File: src/rtl/core/dsp_pkg.sv
// ----------------------------------------------------------------------------
// dsp_pkg
// Shared types, constants and the CRC-32 byte update for the datagram parser.
// ----------------------------------------------------------------------------
package dsp_pkg;

    typedef enum logic [2:0] {
        PH_VERSION = 3'd0,
        PH_CRC     = 3'd1,
        PH_DCOUNT  = 3'd2,
        PH_DEST    = 3'd3,
        PH_LENGTH  = 3'd4,
        PH_DATA    = 3'd5,
        PH_TRAIL   = 3'd6
    } phase_t;

    localparam int unsigned CFG_INDEX_W = 1;
    localparam int unsigned CFG_DATA_W  = 17;

    localparam logic [CFG_INDEX_W-1:0] CFG_EXPECTED_VERSION = 1'b0;
    localparam logic [CFG_INDEX_W-1:0] CFG_DATA_CAPACITY    = 1'b1;

    localparam logic [7:0]            VERSION_RESET  = 8'd1;
    localparam logic [CFG_DATA_W-1:0] CAPACITY_RESET = 17'd4096;

    localparam logic [31:0] CRC_INIT = 32'hFFFF_FFFF;
    localparam logic [31:0] CRC_POLY = 32'hEDB8_8320;

    localparam logic [7:0] FIELD4_LAST = 8'd3;

    // Front-to-back command: one classified byte
    typedef struct packed {
        phase_t      role;
        logic [15:0] idx;
        logic [7:0]  data;
        logic        restart;
        logic        complete;
    } cmd_t;

    typedef struct packed {
        phase_t      role;
        logic [15:0] idx;
        logic [7:0]  data;
        logic        complete;
        logic        valid;
    } res_t;

    // Reflected CRC-32, one byte
    function automatic logic [31:0] crc_byte(input logic [31:0] crc, input logic [7:0] b);
        logic [31:0] c;
        c = crc ^ {24'd0, b};
        for (int i = 0; i < 8; i++) begin
            c = c[0] ? ((c >> 1) ^ CRC_POLY) : (c >> 1);
        end
        return c;
    endfunction

endpackage

File: src/rtl/core/dsp_fifo.sv
// ----------------------------------------------------------------------------
// dsp_fifo
// Small register queue with push/full and pop/empty sides.
// ----------------------------------------------------------------------------
module dsp_fifo #(
    parameter int unsigned WIDTH = 8,
    parameter int unsigned DEPTH = 2
) (
    input  logic             clk,
    input  logic             rst_n,
    input  logic             wr_en,
    input  logic [WIDTH-1:0] wr_data,
    output logic             full,
    input  logic             rd_en,
    output logic [WIDTH-1:0] rd_data,
    output logic             empty
);
    localparam int unsigned PW = (DEPTH > 1) ? $clog2(DEPTH) : 1;
    localparam int unsigned CW = $clog2(DEPTH + 1);
    localparam logic [PW-1:0] PTR_LAST = PW'(DEPTH - 1);
    localparam logic [CW-1:0] CNT_FULL = CW'(DEPTH);

    logic [WIDTH-1:0] mem_reg [DEPTH];
    logic [PW-1:0]    wr_ptr_reg;
    logic [PW-1:0]    rd_ptr_reg;
    logic [CW-1:0]    count_reg;
    logic             do_wr;
    logic             do_rd;

    assign full    = (count_reg == CNT_FULL);
    assign empty   = (count_reg == '0);
    assign do_wr   = wr_en && !full;
    assign do_rd   = rd_en && !empty;
    assign rd_data = mem_reg[rd_ptr_reg];

    always_ff @(posedge clk)
    begin
        if (do_wr)
        begin
            mem_reg[wr_ptr_reg] <= wr_data;
        end
    end

    always_ff @(posedge clk or negedge rst_n)
    begin
        if (!rst_n)
        begin
            wr_ptr_reg <= '0;
            rd_ptr_reg <= '0;
            count_reg  <= '0;
        end
        else
        begin
            if (do_wr)
            begin
                wr_ptr_reg <= (wr_ptr_reg == PTR_LAST) ? '0 : wr_ptr_reg + 1'b1;
            end
            if (do_rd)
            begin
                rd_ptr_reg <= (rd_ptr_reg == PTR_LAST) ? '0 : rd_ptr_reg + 1'b1;
            end
            if (do_wr && !do_rd)
            begin
                count_reg <= count_reg + 1'b1;
            end
            else if (do_rd && !do_wr)
            begin
                count_reg <= count_reg - 1'b1;
            end
        end
    end

endmodule

File: src/rtl/core/dsp_front.sv
// ----------------------------------------------------------------------------
// dsp_front
// Field walker: tracks the datagram layout and classifies each byte.
// ----------------------------------------------------------------------------
module dsp_front #(
    parameter int unsigned MAX_DATA_BYTES = 65536
) (
    input  logic                            clk,
    input  logic                            rst_n,
    input  logic                            accept,
    input  logic [7:0]                      byte_in,
    input  logic                            first_of_datagram,
    input  logic [dsp_pkg::CFG_DATA_W-1:0]  data_capacity,
    output dsp_pkg::cmd_t                   cmd
);
    import dsp_pkg::*;

    localparam int unsigned DW = $clog2(MAX_DATA_BYTES + 1);
    localparam int unsigned CW = (DW > CFG_DATA_W) ? DW : CFG_DATA_W;
    localparam logic [CW-1:0] CAP_MAX = CW'(MAX_DATA_BYTES);

    phase_t         phase_reg,  phase_next;
    logic [7:0]     field_count_reg, field_count_next;
    logic [DW-1:0]  data_count_reg,  data_count_next;
    logic [7:0]     dest_count_reg,  dest_count_next;
    logic [31:0]    declared_length_reg, declared_length_next;

    phase_t         phase_cur;
    logic [7:0]     fc_cur;
    logic [DW-1:0]  dc_cur;
    logic [7:0]     fc_inc;
    logic [DW-1:0]  dc_inc;
    logic [CW-1:0]  cap_ext;
    logic [CW-1:0]  eff_cap;

    // Restart applies before the byte is handled
    assign phase_cur = first_of_datagram ? PH_VERSION : phase_reg;
    assign fc_cur    = first_of_datagram ? '0 : field_count_reg;
    assign dc_cur    = first_of_datagram ? '0 : data_count_reg;
    assign fc_inc    = fc_cur + 8'd1;
    assign dc_inc    = dc_cur + 1'b1;

    always_comb
    begin
        cap_ext = CW'(data_capacity);
        eff_cap = cap_ext;
        if (cap_ext == '0)
        begin
            eff_cap = CW'(1);
        end
        else if (cap_ext > CAP_MAX)
        begin
            eff_cap = CAP_MAX;
        end
    end

    // Next state
    always_comb
    begin
        phase_next           = phase_cur;
        field_count_next     = fc_cur;
        data_count_next      = dc_cur;
        dest_count_next      = dest_count_reg;
        declared_length_next = declared_length_reg;
        unique case (phase_cur)
            PH_VERSION:
            begin
                field_count_next = '0;
                phase_next       = PH_CRC;
            end
            PH_CRC:
            begin
                field_count_next = fc_inc;
                if (fc_cur >= FIELD4_LAST)
                begin
                    field_count_next = '0;
                    phase_next       = PH_DCOUNT;
                end
            end
            PH_DCOUNT:
            begin
                dest_count_next  = byte_in;
                field_count_next = '0;
                phase_next       = (byte_in == 8'd0) ? PH_LENGTH : PH_DEST;
            end
            PH_DEST:
            begin
                field_count_next = fc_inc;
                if (fc_inc >= dest_count_reg)
                begin
                    field_count_next = '0;
                    phase_next       = PH_LENGTH;
                end
            end
            PH_LENGTH:
            begin
                declared_length_next = {declared_length_reg[23:0], byte_in};
                field_count_next     = fc_inc;
                if (fc_cur >= FIELD4_LAST)
                begin
                    field_count_next = '0;
                    data_count_next  = '0;
                    phase_next = (declared_length_next == 32'd0) ? PH_TRAIL : PH_DATA;
                end
            end
            PH_DATA:
            begin
                data_count_next = dc_inc;
                if ((32'(dc_inc) == declared_length_reg) || (CW'(dc_inc) >= eff_cap))
                begin
                    phase_next = PH_TRAIL;
                end
            end
            default:
            begin
                phase_next = PH_TRAIL;
            end
        endcase
    end

    // Command fields
    always_comb
    begin
        cmd.data     = byte_in;
        cmd.restart  = first_of_datagram;
        cmd.role     = phase_cur;
        cmd.idx      = '0;
        unique case (phase_cur)
            PH_CRC, PH_DEST, PH_LENGTH:
            begin
                cmd.idx = {8'd0, fc_cur};
            end
            PH_DATA:
            begin
                cmd.idx = 16'(dc_cur);
            end
            PH_VERSION, PH_DCOUNT, PH_TRAIL:
            begin
                cmd.idx = '0;
            end
            default:
            begin
                cmd.role = PH_TRAIL;
            end
        endcase
        cmd.complete = ((phase_next == PH_DATA) || (phase_next == PH_TRAIL)) &&
                       (32'(data_count_next) == declared_length_next);
    end

    always_ff @(posedge clk or negedge rst_n)
    begin
        if (!rst_n)
        begin
            phase_reg           <= PH_VERSION;
            field_count_reg     <= '0;
            data_count_reg      <= '0;
            dest_count_reg      <= '0;
            declared_length_reg <= '0;
        end
        else if (accept)
        begin
            phase_reg           <= phase_next;
            field_count_reg     <= field_count_next;
            data_count_reg      <= data_count_next;
            dest_count_reg      <= dest_count_next;
            declared_length_reg <= declared_length_next;
        end
    end

endmodule

File: src/rtl/core/dsp_back.sv
// ----------------------------------------------------------------------------
// dsp_back
// Checker stage: runs the CRC-32, captures version and CRC, builds results.
// ----------------------------------------------------------------------------
module dsp_back (
    input  logic           clk,
    input  logic           rst_n,
    input  logic           go,
    input  dsp_pkg::cmd_t  cmd,
    input  logic [7:0]     expected_version,
    output dsp_pkg::res_t  res
);
    import dsp_pkg::*;

    logic [31:0] running_crc_reg,  running_crc_next;
    logic [31:0] received_crc_reg, received_crc_next;
    logic [7:0]  seen_version_reg, seen_version_next;
    logic [31:0] crc_cur;

    assign crc_cur = cmd.restart ? CRC_INIT : running_crc_reg;

    always_comb
    begin
        running_crc_next  = crc_cur;
        received_crc_next = received_crc_reg;
        seen_version_next = seen_version_reg;
        unique case (cmd.role)
            PH_VERSION:
            begin
                seen_version_next = cmd.data;
            end
            PH_CRC:
            begin
                received_crc_next = {received_crc_reg[23:0], cmd.data};
            end
            PH_DCOUNT, PH_DEST, PH_LENGTH, PH_DATA:
            begin
                running_crc_next = crc_byte(crc_cur, cmd.data);
            end
            default:
            begin
                running_crc_next = crc_cur;
            end
        endcase
    end

    always_comb
    begin
        res.role     = cmd.role;
        res.idx      = cmd.idx;
        res.data     = cmd.data;
        res.complete = cmd.complete;
        res.valid    = ((running_crc_next ^ CRC_INIT) == received_crc_next) &&
                       (seen_version_next == expected_version);
    end

    always_ff @(posedge clk or negedge rst_n)
    begin
        if (!rst_n)
        begin
            running_crc_reg  <= CRC_INIT;
            received_crc_reg <= '0;
            seen_version_reg <= '0;
        end
        else if (go)
        begin
            running_crc_reg  <= running_crc_next;
            received_crc_reg <= received_crc_next;
            seen_version_reg <= seen_version_next;
        end
    end

endmodule

File: src/rtl/core/datagram_stream_parser_top.sv
// ----------------------------------------------------------------------------
// datagram_stream_parser_top
// Byte-stream datagram parser with CRC-32 and version check.
// ----------------------------------------------------------------------------
// Usage:
//   Input queue side: drive byte_in and first_of_datagram, raise push; a
//   transaction happens on a clock edge with push high and full low.
//   Result queue side: while empty is low the oldest result sits on
//   byte_role, field_index, byte_out, is_complete and is_valid; pop high
//   on an edge takes it.
//   Config: cfg_wr_en with cfg_addr 0 writes expected_version, cfg_addr 1
//   writes data_capacity; write only while the block is idle.
//   A byte pushed into an idle block passes the command queue and then the
//   result queue, where it shows on the result ports and can be popped.
//   Throughput: one byte per cycle while full is low, set by the byte-wide
//   combinational CRC update in the back stage and the front's field walker.
//   A two-entry command queue sits between the stages and a two-entry result
//   queue at the output, so the front keeps taking bytes while the output
//   is stalled until both queues fill; then full rises.
//   Reset: parser in version phase, CRC at all ones, queues empty,
//   expected_version = 1, data_capacity = 4096.
// ----------------------------------------------------------------------------
module datagram_stream_parser_top #(
    parameter int unsigned MAX_DATA_BYTES = 65536
) (
    input  logic                            clk,
    input  logic                            rst_n,
    input  logic                            push,
    output logic                            full,
    input  logic [7:0]                      byte_in,
    input  logic                            first_of_datagram,
    input  logic                            pop,
    output logic                            empty,
    output logic [2:0]                      byte_role,
    output logic [15:0]                     field_index,
    output logic [7:0]                      byte_out,
    output logic                            is_complete,
    output logic                            is_valid,
    input  logic                            cfg_wr_en,
    input  logic [dsp_pkg::CFG_INDEX_W-1:0] cfg_addr,
    input  logic [dsp_pkg::CFG_DATA_W-1:0]  cfg_wdata
);
    import dsp_pkg::*;

    localparam int unsigned CMD_W = $bits(cmd_t);
    localparam int unsigned RES_W = $bits(res_t);

    logic [7:0]            expected_version_reg;
    logic [CFG_DATA_W-1:0] data_capacity_reg;

    cmd_t             cmd_in;
    cmd_t             cmd_q;
    logic [CMD_W-1:0] cmd_rd_data;
    logic             cmd_full;
    logic             cmd_empty;
    res_t             res_in;
    res_t             res_q;
    logic [RES_W-1:0] res_rd_data;
    logic             res_full;
    logic             res_empty;
    logic             in_go;
    logic             back_go;

    assign in_go   = push && !cmd_full;
    assign back_go = !cmd_empty && !res_full;
    assign full    = cmd_full;
    assign empty   = res_empty;
    assign cmd_q   = cmd_rd_data;
    assign res_q   = res_rd_data;

    always_ff @(posedge clk or negedge rst_n)
    begin
        if (!rst_n)
        begin
            expected_version_reg <= VERSION_RESET;
            data_capacity_reg    <= CAPACITY_RESET;
        end
        else if (cfg_wr_en)
        begin
            priority if (cfg_addr == CFG_EXPECTED_VERSION)
            begin
                expected_version_reg <= cfg_wdata[7:0];
            end
            else if (cfg_addr == CFG_DATA_CAPACITY)
            begin
                data_capacity_reg <= cfg_wdata;
            end
        end
    end

    dsp_front #(
        .MAX_DATA_BYTES (MAX_DATA_BYTES)
    ) u_front (
        .clk               (clk),
        .rst_n             (rst_n),
        .accept            (in_go),
        .byte_in           (byte_in),
        .first_of_datagram (first_of_datagram),
        .data_capacity     (data_capacity_reg),
        .cmd               (cmd_in)
    );

    dsp_fifo #(
        .WIDTH (CMD_W),
        .DEPTH (2)
    ) u_cmd_fifo (
        .clk     (clk),
        .rst_n   (rst_n),
        .wr_en   (in_go),
        .wr_data (cmd_in),
        .full    (cmd_full),
        .rd_en   (back_go),
        .rd_data (cmd_rd_data),
        .empty   (cmd_empty)
    );

    dsp_back u_back (
        .clk              (clk),
        .rst_n            (rst_n),
        .go               (back_go),
        .cmd              (cmd_q),
        .expected_version (expected_version_reg),
        .res              (res_in)
    );

    dsp_fifo #(
        .WIDTH (RES_W),
        .DEPTH (2)
    ) u_res_fifo (
        .clk     (clk),
        .rst_n   (rst_n),
        .wr_en   (back_go),
        .wr_data (res_in),
        .full    (res_full),
        .rd_en   (pop),
        .rd_data (res_rd_data),
        .empty   (res_empty)
    );

    assign byte_role   = res_q.role;
    assign field_index = res_q.idx;
    assign byte_out    = res_q.data;
    assign is_complete = res_q.complete;
    assign is_valid    = res_q.valid;

`ifndef SYNTHESIS
    // A byte entering an empty pipeline passes the command queue and can then be popped from the result queue
    a_idle_latency: assert property (@(posedge clk) disable iff (!rst_n)
        (in_go && cmd_empty && res_empty) |=> ##1 !empty)
        else $error("pushed byte did not reach the result queue in time");

    // Completion is only reported at the end of the length field or later
    a_complete_role: assert property (@(posedge clk) disable iff (!rst_n)
        (!empty && is_complete) |->
            (byte_role == PH_LENGTH || byte_role == PH_DATA || byte_role == PH_TRAIL))
        else $error("complete flag on a byte before the length field ended");

    // A restart byte is always classified as the version byte
    a_restart_version: assert property (@(posedge clk) disable iff (!rst_n)
        (in_go && first_of_datagram) |-> (cmd_in.role == PH_VERSION))
        else $error("restart byte not classified as version");
`endif

endmodule

File: config.mk
export PLATFORM = sky130hd
export DESIGN_NAME = datagram_stream_parser_top
export DESIGN_NICKNAME = d
export VERILOG_FILES = /design/src/rtl/core/dsp_pkg.sv /design/src/rtl/core/dsp_fifo.sv /design/src/rtl/core/dsp_front.sv /design/src/rtl/core/dsp_back.sv /design/src/rtl/core/datagram_stream_parser_top.sv
export SDC_FILE = /design/constraint.sdc
export NUM_CORES = 1
export LEC_CHECK = 0
export ABC_AREA = 0
export BUFFER_PORTS_ARGS = -buffer_cell sky130_fd_sc_hd__buf_4
export CAP_MARGIN = 20
export CORE_MARGIN = 1
export CORE_UTILIZATION = 34
export CTS_CLUSTER_DIAMETER = 60
export DETAILED_ROUTE_END_ITERATION = 10
export PLACE_DENSITY = 0.54
export SLEW_MARGIN = 20
export SYNTH_ARGS = -nofsm -noshare
export SYNTH_HDL_FRONTEND = slang
export SYNTH_SLANG_ARGS = --single-unit
File: constraint.sdc
create_clock -name clk -period 9.99 [get_ports clk]
set_input_delay 0.4995 -clock clk [delete_from_list [all_inputs] [get_ports clk]]
set_output_delay 0.4995 -clock clk [all_outputs]
set_load 0.02 [all_outputs]
-- Word-level counts from Yosys, hierarchy flattened
Memory sizes are Yosys's and may differ from the RTL's.
Cells that the tools add are included.
- register bits after elaboration: 173
- memory bits (writable): 116
- input bits: 32
- output and inout port bits: 31
- word-level logic and storage cells: 145
- memories: 2
- memories (memory ; words ; bits a word ; read ports ; clocked after memory_dff ; wr ports ; line ; text):
    u_cmd_fifo.mem_reg ; 2 ; 29 ; 1 ; 0 ; 1 ; dsp_fifo.sv:23 ; logic [WIDTH-1:0] mem_reg [DEPTH];
    u_res_fifo.mem_reg ; 2 ; 29 ; 1 ; 0 ; 1 ; dsp_fifo.sv:23 ;
- add/subtract/negate cells: 10
- $lt $le $gt $ge: 4
- eq/ne operators: 19
- muxes and demuxes: 44
- bitwise operators: 11
- reduce and logical (&&, ||, !) cells: 39
- operators with widths (operator ; number):
    32-bit 2-to-1 mux ; 12
    13-bit inverter with 14-bit output ; 8
    17-bit 2-to-1 mux ; 4
    17-bit by 32-bit equality test with 1-bit output ; 2
    17-bit case mux with 2 select lines ; 1
    32-bit equality test ; 1
    32-bit zero test ; 1
    8-bit 2-to-1 mux ; 4
    32-bit inverter ; 1
    16-bit case mux with 2 select lines ; 1
    32-bit by 8-bit XOR with 32-bit output ; 1
    8-bit case mux with 3 select lines ; 1
    3-bit equality test, second input constant ; 7
    3-bit 2-to-1 mux ; 7
    3-bit case mux with 6 select lines ; 1
    17-bit by 1-bit adder with 17-bit output, second input constant ; 1
    17-bit >= comparator ; 1
    17-bit greater-than comparator, second input constant ; 1
    17-bit zero test ; 1
    3-bit by 2-bit equality test with 1-bit output, second input constant ; 4
    1-bit logical AND ; 12
    2-bit 2-to-1 mux ; 5
    8-bit by 1-bit adder with 8-bit output, second input constant ; 1
    8-bit equality test ; 1
    20 further kinds ; 48

-- Longest topological paths before layout
An unclocked memory read counts as a cell.
- depth in word-level cells: 23
- depth in mapped cells: 18

-- Modules after synthesis
Synthesis repeated with hierarchy kept, for this count alone.
- cells, all modules: 1583
- area total of the unflattened synthesis: 17887.2 um^2
- by module, submodules not included (module ; instances ; cells each ; area an instance (um^2) ; seq. area each (um^2)):
    dsp_back ; 1 ; 654 ; 6289.8 ; 1841.8
    dsp_front ; 1 ; 655 ; 5746.8 ; 1701.6
    dsp_fifo ; 2 ; 109 ; 2407.3 ; 1841.8
    datagram_stream_parser_top ; 1 ; 56 ; 1036.0 ; 628.1

-- Worst setup path after synthesis
OpenSTA, ideal clock, no wires.
- path type: in2reg
- start: input port first_of_datagram
- end: memory u_cmd_fifo.mem_reg[0][0] in the netlist's numbering (data pin)
- arrival: 3.833 ns
- data required time: 9.793 ns
- setup slack: 5.960 ns
- stages: 16
- buffers on the path: 5
- cell sequence: clkbuf_1 -> buf_1 -> clkbuf_1 -> clkbuf_1 -> nor2b_1 -> ha_1 -> nor2_1 -> a311o_1 -> and2_0 -> buf_2 -> a22oi_1 -> xor2_1 -> nor4_1 -> nand4_1 -> or4_1 -> nor4_1
- RTL lines (item ; line ; text):
    from (decl) ; datagram_stream_parser_top.sv:31 ; input logic first_of_datagram,
    to (decl) ; dsp_fifo.sv:23 ;

==> metrics <==
result of the run=completed; length of the first detailed-routing pass in iterations=6; final layout net count=1633; relative contribution of sequential cells to total power=0.294; Worst setup SP type=flop; via count of the first global-routing pass=11900; post-route clock period utilization=0.437; slew at the pin closest to its max-slew limit=958 ps; floorplan row count=80; dominant cell type by area after synthesis=sky130_fd_sc_hd__edfxtp_1; simple-gate area share of the yosys netlist=0.132; max-slew headroom at the worst pin=0.359; full die area=49100 um2; switching power=2900 uW; number of top-level pins=63; Routed Antenna Nets=0; Synth async-reset ratio=0.599; Max Transition Viols Final=0; clock-pin slew on the worst setup and hold paths=60 ps; largest family of logic cells by synthesized area=multiplexers; floorplan core area=47600 um2; die span in x=222 um; Worst Path Arrival=4700 ps; number of synthesis warnings=0; deepest level of the CTS H-tree=2; Clock Power Share=0.194; Longest Clk Path Bufs=3; PortBufs=62; number of enable-type register cells in the synthesized netlist=116; Critical Path Fanout Max=44; Place WS=5530 ps; final critical-path required period=4360 ps; # setup viols final=0; mux cell area share after synthesis=0.132; Initial Utilization=0.344; fraction of layout instances using a drive strength above 1=0.225; clock latency on the worst-skew pair=570 ps; CTS tree=done; final routed wire length divided by cell count=21.1 um; type of the worst min-delay path=in -> reg; adder and majority cell fraction of the synthesized area=0.0221; hold violation count in the final report=0; GPL Wtd Cong=0.921; share of the synthesized area in compound gates (AO/OA/AOI/OAI)=0.113; synthesized-area fraction occupied by xor and xnor cells=0.0925; worst clock skew=33.4 ps; reported leakage power=0.00733 uW; total wire length after detailed routing=46700 um; switching part of the total=0.424; syn nets=1584; clock buffers created by TritonCTS=38; number of antenna cells inserted=0; final worst setup slack=5630 ps; HPWL reported at the end of detailed placement=33100 um; largest net degree at the start of global routing=152; total gr overflow=0; Int Pwr=3930 uW; number of register bits inferred by synthesis=289; most frequently used flop master after synthesis=sky130_fd_sc_hd__dfrtp_1; largest cells by area after synthesis=sky130_fd_sc_hd__edfxtp_1, sky130_fd_sc_hd__dfrtp_1, sky130_fd_sc_hd__mux2_2, sky130_fd_sc_hd__dfstp_2, sky130_fd_sc_hd__xnor2_1; GRT Util Overall=0.192; clk root buf=sky130_fd_sc_hd__clkbuf_16; unrepaired setup endpoints after global routing=false; wire length of the first global-routing pass=73100 um; Final TNS setup=0 ps; Synth top cells by count=sky130_fd_sc_hd__nor2_1, sky130_fd_sc_hd__mux2_2, sky130_fd_sc_hd__dfrtp_1; overall via count from detail_route=12200; number of vias per cell=5.49; part of the Yosys area used for sequential elements=0.479; netlist area before placement=16400 um2; Clock Sinks=289; area growth from synthesis to final layout=14.5%; FMAX=0.229 GHz; max-capacitance violation count=0; type of the worst setup path=reg -> reg; area share of the largest cell type after synthesis=0.213; number of antenna violations at the first check in global routing=1; height of the die=222 um; Comb power frac=0.511; Cell Pwr Density=364 nW/um2; count of unique library cells instantiated by Yosys=86; nature of the critical path endpoint=flop; mean cell area of the mapped netlist=10.8 um2; most numerous cell in the Yosys netlist=sky130_fd_sc_hd__nor2_1; data required time of the critical path=10330 ps; First DRT Iteration DRCs=1137; worst supply voltage drop on vdd=0.176 mV; Post-Synthesis Cells=1523; DRC errors left=0
path summary, 6_finish.rpt:
check                                                start                         end  slack [ps]  cells after the start
worst max-delay path                 u_cmd_fifo.rd_ptr_reg    u_res_fifo.mem_reg[0][0]        5630                     10
worst min-delay path                          cfg_wdata[9]        data_capacity_reg[9]         190                      2
worst max register to register       u_cmd_fifo.rd_ptr_reg    u_res_fifo.mem_reg[0][0]        5630                     10
worst min register to register  u_back.running_crc_reg[18]  u_back.running_crc_reg[18]         460                      2
max in group asynchronous                            rst_n        data_capacity_reg[8]        8480                      3
min in group asynchronous                            rst_n  u_back.received_crc_reg[4]         350                      2
cell usage in the layout (no fill, tap or decap), drive strengths merged, types with 7 or more instances in the layout:
cell	count
nor2	153
mux2	147
dfrtp	139
edfxtp	116
nand2	105
a21oi	91
xnor2	91
buf	86
o21ai	64
xor2	60
mux2i	49
clkbuf	48
inv	42
dfstp	34
nor3	33
nand3	32
ha	29
nor4	28
nand4	20
clkinv	16
or3	14
o22ai	13
nor2b	12
nand2b	12
a32oi	11
a211oi	11
and2	11
o31ai	9
or4	8
o21a	8
o41ai	8
a22o	8
a22oi	8
and3	7
a21o	7
through the flow:
step | hold WS, ps | cells | cell area (um2) | utilization | total power, uW
global route | 162 | 2217 | 18800 | 0.394 | 7230
floorplan | 204 | 1523 | 16400 | - | 4460
global placement | 379 | 2146 | 17500 | 0.368 | 5460
CTS | 157 | 2217 | 18800 | 0.394 | 6840
finish | 189 | 2217 | 18800 | 0.394 | 6830
detailed placement | 378 | 2146 | 17500 | 0.368 | 5480
power groups by stage:
stage	Sequential (uW)	Clock, uW	Combinational (uW)
2_1_floorplan	1900	0	2560
3_3_place_gp	2010	0	3440
3_5_place_dp	2030	0	3460
4_1_cts	2010	1360	3470
5_1_grt	2060	1410	3760
6_report	2010	1320	3490
cell type report:
| type | instances | area (um2) |
|---|---|---|
| clock buffer | 48 | 1030 |
| inverter | 40 | 150 |
| fill | 4634 | 28900 |
| sequential | 289 | 7860 |
| timing repair buffer | 87 | 672 |
| multi-input combinational | 1116 | 8080 |
| tap | 615 | 769 |
| clock inverter | 22 | 208 |
per-layer routing:
metal	part of all wire	wire, um	up-vias	track usage
li1	-	-	5663	-
met1	0.47	21900	6029	0.278
met2	0.45	21000	420	0.292
met3	0.059	2760	67	0.0319
met4	0.024	1130	0	0.0634
met5	0	0	-	0
cell families after synthesis:
| logic type | after synthesis |
|---|---|
| fa+ha+maj | 29 |
| mux | 196 |
| compound gates | 283 |
| simple gates | 451 |
| flops | 289 |
| xor+xnor | 157 |
| buf+inv | 118 |
critical path: stages, from the launching register on:
cell	delay [ps]
sky130_fd_sc_hd__dfrtp_2	560
sky130_fd_sc_hd__buf_4	580
sky130_fd_sc_hd__mux2_2	880
sky130_fd_sc_hd__nand2_1	480
sky130_fd_sc_hd__nor2_1	300
sky130_fd_sc_hd__nor3_1	80
sky130_fd_sc_hd__a211oi_1	230
sky130_fd_sc_hd__nand4_1	130
sky130_fd_sc_hd__nor4_1	340
sky130_fd_sc_hd__nand4_1	150
sky130_fd_sc_hd__nor4_2	370
timing repair:
item	CTS	global route
gates resized for setup	0	0
hold buffers	1	0
setup buffers	0	0
hold endpoints to repair	8	0
No activity file was read; power rests on OpenSTA's default activity.
